==> src/hw/rtl/ldrs_pkg.sv <==
// shared types for the look disk request scheduler
`default_nettype none

package ldrs_pkg;

    typedef enum logic [2:0] {
        ST_IDLE,
        ST_DISPATCH,
        ST_ADD_SCAN,
        ST_PICK_SCAN,
        ST_PICK_WAIT,
        ST_PICK_CHECK,
        ST_FINISH
    } ldrs_state_t;

    // controller to datapath
    typedef struct packed {
        logic load_req;   // capture the input item
        logic scan_clear; // restart index, drop best candidate
        logic scan_step;  // read slot at index, advance index
        logic reverse;    // flip sweep, go to the far end, forget track
        logic commit;     // update state and load the result register
    } ldrs_cmd_t;

    // datapath to controller
    typedef struct packed {
        logic is_pick;
        logic empty;
        logic full;
        logic idx_last;
        logic free_hit;
        logic best_found;
        logic out_free;
    } ldrs_status_t;

endpackage

`default_nettype wire

==> src/hw/rtl/ldrs_if.sv <==
// request and response channel interfaces
`default_nettype none

interface ldrs_req_if #(
    parameter int TRACK_BITS  = 16,
    parameter int SECTOR_BITS = 20
);
    logic                   valid;
    logic                   ready;
    logic                   command;
    logic [TRACK_BITS-1:0]  req_track;
    logic [SECTOR_BITS-1:0] req_sector;

    modport source (output valid, output command, output req_track, output req_sector,
                    input ready);
    modport sink   (input valid, input command, input req_track, input req_sector,
                    output ready);
endinterface

interface ldrs_rsp_if #(
    parameter int TRACK_BITS  = 16,
    parameter int SECTOR_BITS = 20
);
    logic                   valid;
    logic                   ready;
    logic                   add_accepted;
    logic                   served_valid;
    logic [TRACK_BITS-1:0]  served_track;
    logic [SECTOR_BITS-1:0] served_sector;
    logic                   queue_empty;

    modport source (output valid, output add_accepted, output served_valid,
                    output served_track, output served_sector, output queue_empty,
                    input ready);
    modport sink   (input valid, input add_accepted, input served_valid,
                    input served_track, input served_sector, input queue_empty,
                    output ready);
endinterface

`default_nettype wire

==> src/hw/rtl/ldrs_ram.sv <==
// generic single-write single-read ram with registered read data
`default_nettype none

module ldrs_ram #(
    parameter int WIDTH = 36,
    parameter int DEPTH = 16
) (
    input  wire logic                     clk,
    input  wire logic                     wr_en,
    input  wire logic [$clog2(DEPTH)-1:0] wr_addr,
    input  wire logic [WIDTH-1:0]         wr_data,
    input  wire logic                     rd_en,
    input  wire logic [$clog2(DEPTH)-1:0] rd_addr,
    output logic      [WIDTH-1:0]         rd_data
);

    logic [WIDTH-1:0] mem_reg [DEPTH];
    logic [WIDTH-1:0] rd_data_reg;

    always_ff @(posedge clk)
    begin
        if (wr_en)
        begin
            mem_reg[wr_addr] <= wr_data;
        end
        if (rd_en)
        begin
            rd_data_reg <= mem_reg[rd_addr];
        end
    end

    assign rd_data = rd_data_reg;

endmodule

`default_nettype wire

==> src/hw/rtl/ldrs_ctrl.sv <==
// sequencing state machine for add and pick commands
`default_nettype none

module ldrs_ctrl
    import ldrs_pkg::*;
(
    input  wire logic         clk,
    input  wire logic         rst_n,
    input  wire logic         req_valid,
    output logic              req_ready,
    input  wire ldrs_status_t status,
    output ldrs_cmd_t         cmd
);

    ldrs_state_t state_reg, state_next;

    always_ff @(posedge clk or negedge rst_n)
    begin
        if (!rst_n)
        begin
            state_reg <= ST_IDLE;
        end
        else
        begin
            state_reg <= state_next;
        end
    end

    always_comb
    begin
        state_next = state_reg;
        cmd        = '0;
        req_ready  = 1'b0;
        unique case (state_reg)
            ST_IDLE:
            begin
                req_ready = 1'b1;
                if (req_valid)
                begin
                    cmd.load_req = 1'b1;
                    state_next   = ST_DISPATCH;
                end
            end
            ST_DISPATCH:
            begin
                cmd.scan_clear = 1'b1;
                if (status.is_pick)
                begin
                    state_next = status.empty ? ST_FINISH : ST_PICK_SCAN;
                end
                else
                begin
                    state_next = status.full ? ST_FINISH : ST_ADD_SCAN;
                end
            end
            ST_ADD_SCAN:
            begin
                // index stops on the lowest free slot
                if (status.free_hit)
                begin
                    state_next = ST_FINISH;
                end
                else
                begin
                    cmd.scan_step = 1'b1;
                end
            end
            ST_PICK_SCAN:
            begin
                cmd.scan_step = 1'b1;
                if (status.idx_last)
                begin
                    state_next = ST_PICK_WAIT;
                end
            end
            ST_PICK_WAIT:
            begin
                state_next = ST_PICK_CHECK;
            end
            ST_PICK_CHECK:
            begin
                if (status.best_found)
                begin
                    state_next = ST_FINISH;
                end
                else
                begin
                    // sweep exhausted, second pass always finds one
                    cmd.reverse    = 1'b1;
                    cmd.scan_clear = 1'b1;
                    state_next     = ST_PICK_SCAN;
                end
            end
            ST_FINISH:
            begin
                if (status.out_free)
                begin
                    cmd.commit = 1'b1;
                    state_next = ST_IDLE;
                end
            end
            default:
            begin
                state_next = ST_IDLE;
            end
        endcase
    end

endmodule

`default_nettype wire

==> src/hw/rtl/ldrs_dp.sv <==
// slot store, sweep state, scan compare and result register
`default_nettype none

module ldrs_dp
    import ldrs_pkg::*;
#(
    parameter int QUEUE_DEPTH = 16,
    parameter int TRACK_BITS  = 16,
    parameter int SECTOR_BITS = 20
) (
    input  wire logic                   clk,
    input  wire logic                   rst_n,
    input  wire logic                   command,
    input  wire logic [TRACK_BITS-1:0]  req_track,
    input  wire logic [SECTOR_BITS-1:0] req_sector,
    input  wire ldrs_cmd_t              cmd,
    output ldrs_status_t                status,
    ldrs_rsp_if.source                  rsp
);

    localparam int IDXW  = $clog2(QUEUE_DEPTH);
    localparam int CNTW  = $clog2(QUEUE_DEPTH + 1);
    localparam int WIDTH = TRACK_BITS + SECTOR_BITS;
    localparam logic [CNTW-1:0] FULL_COUNT = CNTW'(QUEUE_DEPTH);
    localparam logic [IDXW-1:0] LAST_IDX   = IDXW'(QUEUE_DEPTH - 1);

    logic [QUEUE_DEPTH-1:0] used_reg, used_next;
    logic [CNTW-1:0]        count_reg, count_next;
    logic                   sweep_down_reg, sweep_down_next;
    logic [SECTOR_BITS-1:0] cursor_reg, cursor_next;
    logic                   edge_reg, edge_next;
    logic [TRACK_BITS-1:0]  last_track_reg, last_track_next;
    logic                   ltv_reg, ltv_next;

    logic                   cmd_pick_reg;
    logic [TRACK_BITS-1:0]  req_track_reg;
    logic [SECTOR_BITS-1:0] req_sector_reg;

    logic [IDXW-1:0]        idx_reg, idx_next;
    logic                   rd_valid_reg;
    logic [IDXW-1:0]        rd_slot_reg;
    logic                   best_found_reg, best_found_next;
    logic [IDXW-1:0]        best_slot_reg, best_slot_next;
    logic [TRACK_BITS-1:0]  best_track_reg, best_track_next;
    logic [SECTOR_BITS-1:0] best_sector_reg, best_sector_next;

    logic                   out_valid_reg, out_valid_next;
    logic                   out_acc_reg, out_acc_next;
    logic                   out_sv_reg, out_sv_next;
    logic [TRACK_BITS-1:0]  out_trk_reg, out_trk_next;
    logic [SECTOR_BITS-1:0] out_sec_reg, out_sec_next;
    logic                   out_empty_reg, out_empty_next;

    logic [WIDTH-1:0]       rd_data;
    logic [TRACK_BITS-1:0]  rd_track;
    logic [SECTOR_BITS-1:0] rd_sector;
    logic                   eligible, better, take;
    logic                   full, empty, do_add, do_serve;

    ldrs_ram #(
        .WIDTH (WIDTH),
        .DEPTH (QUEUE_DEPTH)
    ) u_slot_ram (
        .clk     (clk),
        .wr_en   (do_add),
        .wr_addr (idx_reg),
        .wr_data ({req_track_reg, req_sector_reg}),
        .rd_en   (cmd.scan_step),
        .rd_addr (idx_reg),
        .rd_data (rd_data)
    );

    assign rd_track  = rd_data[WIDTH-1:SECTOR_BITS];
    assign rd_sector = rd_data[SECTOR_BITS-1:0];

    assign full     = (count_reg == FULL_COUNT);
    assign empty    = (count_reg == '0);
    assign do_add   = cmd.commit && !cmd_pick_reg && !full;
    assign do_serve = cmd.commit && cmd_pick_reg && !empty;

    // candidate check on the slot read last cycle
    always_comb
    begin
        eligible = rd_valid_reg && used_reg[rd_slot_reg]
                   && !(ltv_reg && (rd_track == last_track_reg));
        if (!edge_reg)
        begin
            if (sweep_down_reg)
            begin
                eligible = eligible && (rd_sector <= cursor_reg);
            end
            else
            begin
                eligible = eligible && (rd_sector >= cursor_reg);
            end
        end
        // ties go to the lower slot going up, the higher slot going down
        better = sweep_down_reg ? (rd_sector >= best_sector_reg)
                                : (rd_sector < best_sector_reg);
        take   = eligible && (!best_found_reg || better);
    end

    always_comb
    begin
        used_next        = used_reg;
        count_next       = count_reg;
        sweep_down_next  = sweep_down_reg;
        cursor_next      = cursor_reg;
        edge_next        = edge_reg;
        last_track_next  = last_track_reg;
        ltv_next         = ltv_reg;
        idx_next         = idx_reg;
        best_found_next  = best_found_reg;
        best_slot_next   = best_slot_reg;
        best_track_next  = best_track_reg;
        best_sector_next = best_sector_reg;
        out_valid_next   = out_valid_reg && !rsp.ready;
        out_acc_next     = out_acc_reg;
        out_sv_next      = out_sv_reg;
        out_trk_next     = out_trk_reg;
        out_sec_next     = out_sec_reg;
        out_empty_next   = out_empty_reg;

        if (take)
        begin
            best_found_next  = 1'b1;
            best_slot_next   = rd_slot_reg;
            best_track_next  = rd_track;
            best_sector_next = rd_sector;
        end
        if (cmd.scan_step)
        begin
            idx_next = idx_reg + 1'b1;
        end
        if (cmd.scan_clear)
        begin
            idx_next        = '0;
            best_found_next = 1'b0;
        end
        if (cmd.reverse)
        begin
            sweep_down_next = !sweep_down_reg;
            edge_next       = 1'b1;
            ltv_next        = 1'b0;
        end
        if (do_add)
        begin
            used_next[idx_reg] = 1'b1;
            count_next         = count_reg + 1'b1;
        end
        if (do_serve)
        begin
            used_next[best_slot_reg] = 1'b0;
            count_next               = count_reg - 1'b1;
            cursor_next              = best_sector_reg;
            edge_next                = 1'b0;
            last_track_next          = best_track_reg;
            ltv_next                 = 1'b1;
        end
        if (cmd.commit)
        begin
            out_valid_next = 1'b1;
            out_acc_next   = do_add;
            out_sv_next    = do_serve;
            out_trk_next   = do_serve ? best_track_reg : '0;
            out_sec_next   = do_serve ? best_sector_reg : '0;
            out_empty_next = (count_next == '0);
        end
    end

    always_ff @(posedge clk or negedge rst_n)
    begin
        if (!rst_n)
        begin
            used_reg       <= '0;
            count_reg      <= '0;
            sweep_down_reg <= 1'b0;
            cursor_reg     <= '0;
            edge_reg       <= 1'b1;
            last_track_reg <= '0;
            ltv_reg        <= 1'b0;
            rd_valid_reg   <= 1'b0;
            best_found_reg <= 1'b0;
            out_valid_reg  <= 1'b0;
        end
        else
        begin
            used_reg       <= used_next;
            count_reg      <= count_next;
            sweep_down_reg <= sweep_down_next;
            cursor_reg     <= cursor_next;
            edge_reg       <= edge_next;
            last_track_reg <= last_track_next;
            ltv_reg        <= ltv_next;
            rd_valid_reg   <= cmd.scan_step;
            best_found_reg <= best_found_next;
            out_valid_reg  <= out_valid_next;
        end
    end

    always_ff @(posedge clk)
    begin
        if (cmd.load_req)
        begin
            cmd_pick_reg   <= command;
            req_track_reg  <= req_track;
            req_sector_reg <= req_sector;
        end
        idx_reg         <= idx_next;
        rd_slot_reg     <= idx_reg;
        best_slot_reg   <= best_slot_next;
        best_track_reg  <= best_track_next;
        best_sector_reg <= best_sector_next;
        out_acc_reg     <= out_acc_next;
        out_sv_reg      <= out_sv_next;
        out_trk_reg     <= out_trk_next;
        out_sec_reg     <= out_sec_next;
        out_empty_reg   <= out_empty_next;
    end

    assign status.is_pick    = cmd_pick_reg;
    assign status.empty      = empty;
    assign status.full       = full;
    assign status.idx_last   = (idx_reg == LAST_IDX);
    assign status.free_hit   = !used_reg[idx_reg];
    assign status.best_found = best_found_reg;
    assign status.out_free   = !out_valid_reg || rsp.ready;

    assign rsp.valid         = out_valid_reg;
    assign rsp.add_accepted  = out_acc_reg;
    assign rsp.served_valid  = out_sv_reg;
    assign rsp.served_track  = out_trk_reg;
    assign rsp.served_sector = out_sec_reg;
    assign rsp.queue_empty   = out_empty_reg;

endmodule

`default_nettype wire

==> src/hw/rtl/look_disk_request_scheduler_unit.sv <==
// top level of the look disk request scheduler
//
//  channel  modport  contents
//  req      sink     command, req_track, req_sector
//  rsp      source   add_accepted, served_valid, served_track, served_sector, queue_empty
//
// one item at a time; req is ready only while the controller is idle
// add: dispatch, scan up to the lowest free slot, finish (full queue: dispatch, finish)
// pick: dispatch, scan of the slot ram one slot per cycle, wait, check, finish; a sweep
//   reversal repeats scan, wait and check (empty queue: dispatch, finish)
// the result waits in an output register, the next transfer is taken meanwhile
// reset clears all slots at once through their used bits
`default_nettype none

module look_disk_request_scheduler_unit
    import ldrs_pkg::*;
#(
    parameter int QUEUE_DEPTH = 16,
    parameter int TRACK_BITS  = 16,
    parameter int SECTOR_BITS = 20
) (
    input  wire logic  clk,
    input  wire logic  rst_n,
    ldrs_req_if.sink   req,
    ldrs_rsp_if.source rsp
);

    ldrs_cmd_t    cmd;
    ldrs_status_t status;
    logic         req_ready;

    ldrs_ctrl u_ctrl (
        .clk       (clk),
        .rst_n     (rst_n),
        .req_valid (req.valid),
        .req_ready (req_ready),
        .status    (status),
        .cmd       (cmd)
    );

    ldrs_dp #(
        .QUEUE_DEPTH (QUEUE_DEPTH),
        .TRACK_BITS  (TRACK_BITS),
        .SECTOR_BITS (SECTOR_BITS)
    ) u_dp (
        .clk        (clk),
        .rst_n      (rst_n),
        .command    (req.command),
        .req_track  (req.req_track),
        .req_sector (req.req_sector),
        .cmd        (cmd),
        .status     (status),
        .rsp        (rsp)
    );

    assign req.ready = req_ready;

endmodule

`default_nettype wire

==> src/flat_wrapper.sv <==
// flat-port wrapper written by rule: the top's interface ports become plain ports
module look_disk_request_scheduler_unit_flat import ldrs_pkg::*;
#(
    parameter int QUEUE_DEPTH = 16,
    parameter int TRACK_BITS  = 16,
    parameter int SECTOR_BITS = 20
)
  (clk, rst_n, req_valid, req_command, req_req_track, req_req_sector, req_ready, rsp_valid, rsp_add_accepted, rsp_served_valid, rsp_served_track, rsp_served_sector, rsp_queue_empty, rsp_ready);
  ldrs_req_if #(.TRACK_BITS(TRACK_BITS), .SECTOR_BITS(SECTOR_BITS)) req_i ();
  ldrs_rsp_if #(.TRACK_BITS(TRACK_BITS), .SECTOR_BITS(SECTOR_BITS)) rsp_i ();
  input  wire logic clk;
  input  wire logic rst_n;
  input wire logic [$bits(req_i.valid)-1:0] req_valid;
  input wire logic [$bits(req_i.command)-1:0] req_command;
  input wire logic [$bits(req_i.req_track)-1:0] req_req_track;
  input wire logic [$bits(req_i.req_sector)-1:0] req_req_sector;
  output wire logic [$bits(req_i.ready)-1:0] req_ready;
  output wire logic [$bits(rsp_i.valid)-1:0] rsp_valid;
  output wire logic [$bits(rsp_i.add_accepted)-1:0] rsp_add_accepted;
  output wire logic [$bits(rsp_i.served_valid)-1:0] rsp_served_valid;
  output wire logic [$bits(rsp_i.served_track)-1:0] rsp_served_track;
  output wire logic [$bits(rsp_i.served_sector)-1:0] rsp_served_sector;
  output wire logic [$bits(rsp_i.queue_empty)-1:0] rsp_queue_empty;
  input wire logic [$bits(rsp_i.ready)-1:0] rsp_ready;
  assign req_i.valid = req_valid;
  assign req_i.command = req_command;
  assign req_i.req_track = req_req_track;
  assign req_i.req_sector = req_req_sector;
  assign req_ready = req_i.ready;
  assign rsp_valid = rsp_i.valid;
  assign rsp_add_accepted = rsp_i.add_accepted;
  assign rsp_served_valid = rsp_i.served_valid;
  assign rsp_served_track = rsp_i.served_track;
  assign rsp_served_sector = rsp_i.served_sector;
  assign rsp_queue_empty = rsp_i.queue_empty;
  assign rsp_i.ready = rsp_ready;
  look_disk_request_scheduler_unit #(.QUEUE_DEPTH(QUEUE_DEPTH), .TRACK_BITS(TRACK_BITS), .SECTOR_BITS(SECTOR_BITS)) u_core (.clk(clk), .rst_n(rst_n), .req(req_i), .rsp(rsp_i));
endmodule
==> config.mk <==
export PLATFORM = sky130hd
export DESIGN_NAME = look_disk_request_scheduler_unit_flat
export DESIGN_NICKNAME = d
export VERILOG_FILES = /design/src/hw/rtl/ldrs_pkg.sv /design/src/hw/rtl/ldrs_if.sv /design/src/hw/rtl/ldrs_ram.sv /design/src/hw/rtl/ldrs_ctrl.sv /design/src/hw/rtl/ldrs_dp.sv /design/src/hw/rtl/look_disk_request_scheduler_unit.sv /design/src/flat_wrapper.sv
export SDC_FILE = /design/constraint.sdc
export NUM_CORES = 1
export LEC_CHECK = 0
export ABC_AREA = 1
export BUFFER_PORTS_ARGS = -buffer_cell sky130_fd_sc_hd__buf_4
export CAP_MARGIN = 20
export CORE_ASPECT_RATIO = 1.25
export CORE_MARGIN = 2
export CORE_UTILIZATION = 58
export CTS_CLUSTER_SIZE = 28
export DETAILED_ROUTE_END_ITERATION = 10
export PLACE_DENSITY = 0.79
export SYNTH_ARGS = -nofsm -noshare
export SYNTH_HDL_FRONTEND = slang
export SYNTH_SLANG_ARGS = --single-unit
==> constraint.sdc <==
create_clock -name clk -period 11.49 [get_ports clk]
set_clock_uncertainty 0.15 [all_clocks]
set_input_delay 1.149 -clock clk [delete_from_list [all_inputs] [get_ports clk]]
set_output_delay 1.149 -clock clk [all_outputs]
set_load 0.01 [all_outputs]
==> impl_results.md <==
- Final hold slack: 0.298 ns
- Critical Setup Path Class: flop to flop
- Via Count: 19900
- Global-route wire length before repair: 108 mm
- I/O Pins: 82
- Main flop type after synthesis: edfxtp_1
- Cts hold-fix bufs: 0
- Routed Antenna Nets: 0
- Final Max Slew Viols: 0
- CP Max Fanout: 96
- Fraction of registers with async set/reset: 0.0823
- Initial core utilization: 0.587
- Switching pwr: 0.00263 W
- CTS buffer count: 74
- Die height: 265 um
- CP Launch Type: flop
- Combinational power share: 0.223
- DRT iter0 DRCs: 2805
- Period utilisation layout: 0.376
- Crit. Startpoint: u_core.u_dp.idx_reg[1]
- # port buffers: 81
- Mean Syn Cell Area: 13.0 um^2
- Sw frac: 0.317
- Synth area leader: edfxtp_1
- Placed wire-length estimate: 40.6 mm
- R2R depth: 11
- Seq/Total Area, Yosys: 0.749
- Fin crit period: 4.32 ns
- Max-slew headroom: 0.239
- CP max stage delay: 0.73 ns
- Congestion Overflow GR: 0
- Storage cell area: 0.0237 mm^2
- TritonCTS clock tree: yes
- FF-to-FF setup slack: 7.17 ns
- Root Buffer Master: clkbuf_16
- Crit path cell chain: clkinv_2, buf_4, a21oi_1, o21ai_0, nand2_1, nand2_1, nand2_1, o21ai_4, nand2_2, nand2_1, a21oi_1
- Max FFs per register: 576
- Clock Power Share: 0.300
- Worst slew pin tran: 1.14 ns
- RD Place Congestion: 0.872
- Max frequency: 232 MHz
- Final Hold Fails: 0
- Setup TNS: 0 ns
- Hold Crit Class: flop to flop
- Vias in the first global route: 19500
- Num rows: 95
- Final setup violation count: 0
- Hold depth: 0
- Lkg Pwr: 12.6 nW
- Total power: 0.00829 W
- Power per standard cell area: 234 mW/mm^2
- Synthesized area: 0.0316 mm^2
- Worst VDD drop: 0.114 mV
- Synth Register Bits: 802
- Hold path startpoint: u_core.u_dp.u_slot_ram.rd_data[0]
- Status: finished, final reports clean
- Distinct cell type count after synthesis: 42
- Worst Setup End Kind: flop
- Pin count of the biggest net entering global routing: 120
- P_int: 0.00566 W
- Full die area: 0.0564 mm^2
- Number of synthesized flops with an enable pin: 728
- Post-synth top area share: 0.692
- Synth top area cells: edfxtp_1 69%, dfrtp_1 5.1%, o21ai_0 4.9%
- Clock insertion delay at the later pin of the skew report: 0.63 ns
- Share of post-route cells with drive strength above 1: 0.106
- Postcts setup bufs: 0
- Routed vias/inst: 6.09
- Avg WL per Cell: 21.7 um
- Worst reg2reg path startpoint: u_core.u_dp.idx_reg[1]
- Max Buffers Root-to-Sink: 3
- Drt drc: 0
- Final net count: 2566
- Flop pwr share: 0.477
- WL final: 71.0 mm
- Core Region: 0.0538 mm^2
- Antenna violations before repair: 1
- Crit path max-delay cell type: clkinv_2
- Arrival @ worst endpoint: 4.72 ns
- Net Count, Synth: 2509
- Post-CTS resize count: 0
- Crit path required time: 11.89 ns
- Max-Cap Viols: 0
- Die width: 213 um
- Gate count after technology mapping: 2422
- GRT Total Usage: 0.254
- Clock Pin Slew Worst Setup and Hold Paths: 0.06 ns
- Most frequent CP cell: nand2_1
- Total iterations of the first detailed-routing run: 7
- Clock sink count: 802
- H-tree depth: 3
- Area Overhead vs Synth: 12.0%
- Fillers: 3631
- Unrepaired setup endpoints after global routing: no
- Area of the multi-input gates: 0.00699 mm^2
- Synthesis Warnings: 0
==> synthesized netlist by cell type, drive strengths merged (8+ instances only) <==
cell type,count
edfxtp,728
nor2,404
o21ai,322
nand2,265
o22ai,145
inv,133
clkbuf,78
dfrtp,65
buf,50
ha,46
nand4,39
a21oi,32
o21bai,25
nand3,22
a2bb2oi,14
xor2,13
nor3,11
dfxtp,8
o211ai,8
==> final timing paths <==
path                                                   to
max in group asynchronous       u_core.u_dp.cursor_reg[7]
min in group asynchronous   u_core.u_dp.last_track_reg[6]
setup reg to reg                   u_core.u_dp.idx_reg[1]
hold / removal             u_core.u_dp.best_sector_reg[0]
hold reg to reg            u_core.u_dp.best_sector_reg[0]
setup / recovery                   u_core.u_dp.idx_reg[1]
==> stage by stage <==
| stage | setup slack [ns] | utilization | cell area [um^2] | cells |
|---|---|---|---|---|
| final | 7.17 | 0.658 | 35400 | 3267 |
| after detailed placement | 7.30 | 0.612 | 32900 | 3130 |
| after floorplan | 7.26 | - | 31600 | 2422 |
| after global placement | 7.40 | 0.611 | 32900 | 3129 |
| after CTS | 7.33 | 0.658 | 35400 | 3266 |
| after global routing | 6.98 | 0.658 | 35400 | 3266 |
==> worst max-delay path, delay by kind of cell, from the launching register on <==
| family | cells | cell delay (ns) |
|---|---|---|
| compound gates | 4 | 0.66 |
| buf+inv | 2 | 1.34 |
| flops | 1 | 0.72 |
| simple gates | 5 | 1.18 |
==> power groups by stage <==
stage	Combinational (W)	Sequential, W	Clock (W)
global placement	0.00171	0.00399	0
CTS	0.00183	0.00395	0.00251
finish	0.00185	0.00395	0.00249
global route	0.00205	0.00399	0.00262
detailed placement	0.00181	0.00401	0
floorplan	0.00134	0.00385	0
==> per-layer routing <==
metal | vias up | track usage | share of wire
met2 | 1111 | 0.412 | 0.49
li1 | 8837 | - | -
met4 | 0 | 0.103 | 0.031
met1 | 9782 | 0.347 | 0.38
met5 | - | 0 | 0
met3 | 172 | 0.0395 | 0.094
==> cell families (layout without fill, tap and decap cells) <==
kind of cell    count (synthesis)  in the layout  synth area share
flops                         802            802             0.749
simple gates                  744            744            0.0955
other cells                     0              1                 0
fa+ha+maj                      46             46            0.0182
xor+xnor                       15             15           0.00416
buf+inv                       263            380            0.0348
compound gates                552            552            0.0984
==> placed cells by master, fill, tap and decap left out, drive strengths merged, types with 3 or more instances in the layout <==
cell type  Yosys  layout
clkinv         2      29
bufinv         0       8
edfxtp       728     728
o21bai        25      25
o22ai        145     145
nor2         404     404
clkinvlp       0       3
a21oi         32      32
clkbuf        78      96
nand2        265     265
o21ai        322     322
dfrtp         65      65
inv          133     135
nand4         39      39
a2bb2oi       14      14
buf           50     109
o211ai         8       8
xor2          13      13
nor3          11      11
ha            46      46
dfxtp          8       8
nand3         22      22
==> layout make-up <==
class                      instances  share of cell area
antenna                            1           0.0000707
clock buffer                      96              0.0576
clock inverter                    40              0.0125
inverter                         135              0.0147
multi-input combinational       1357               0.197
sequential                       802               0.669
tap                              727              0.0257
timing repair buffer             109              0.0235
Power figures use the tool's default switching activity.
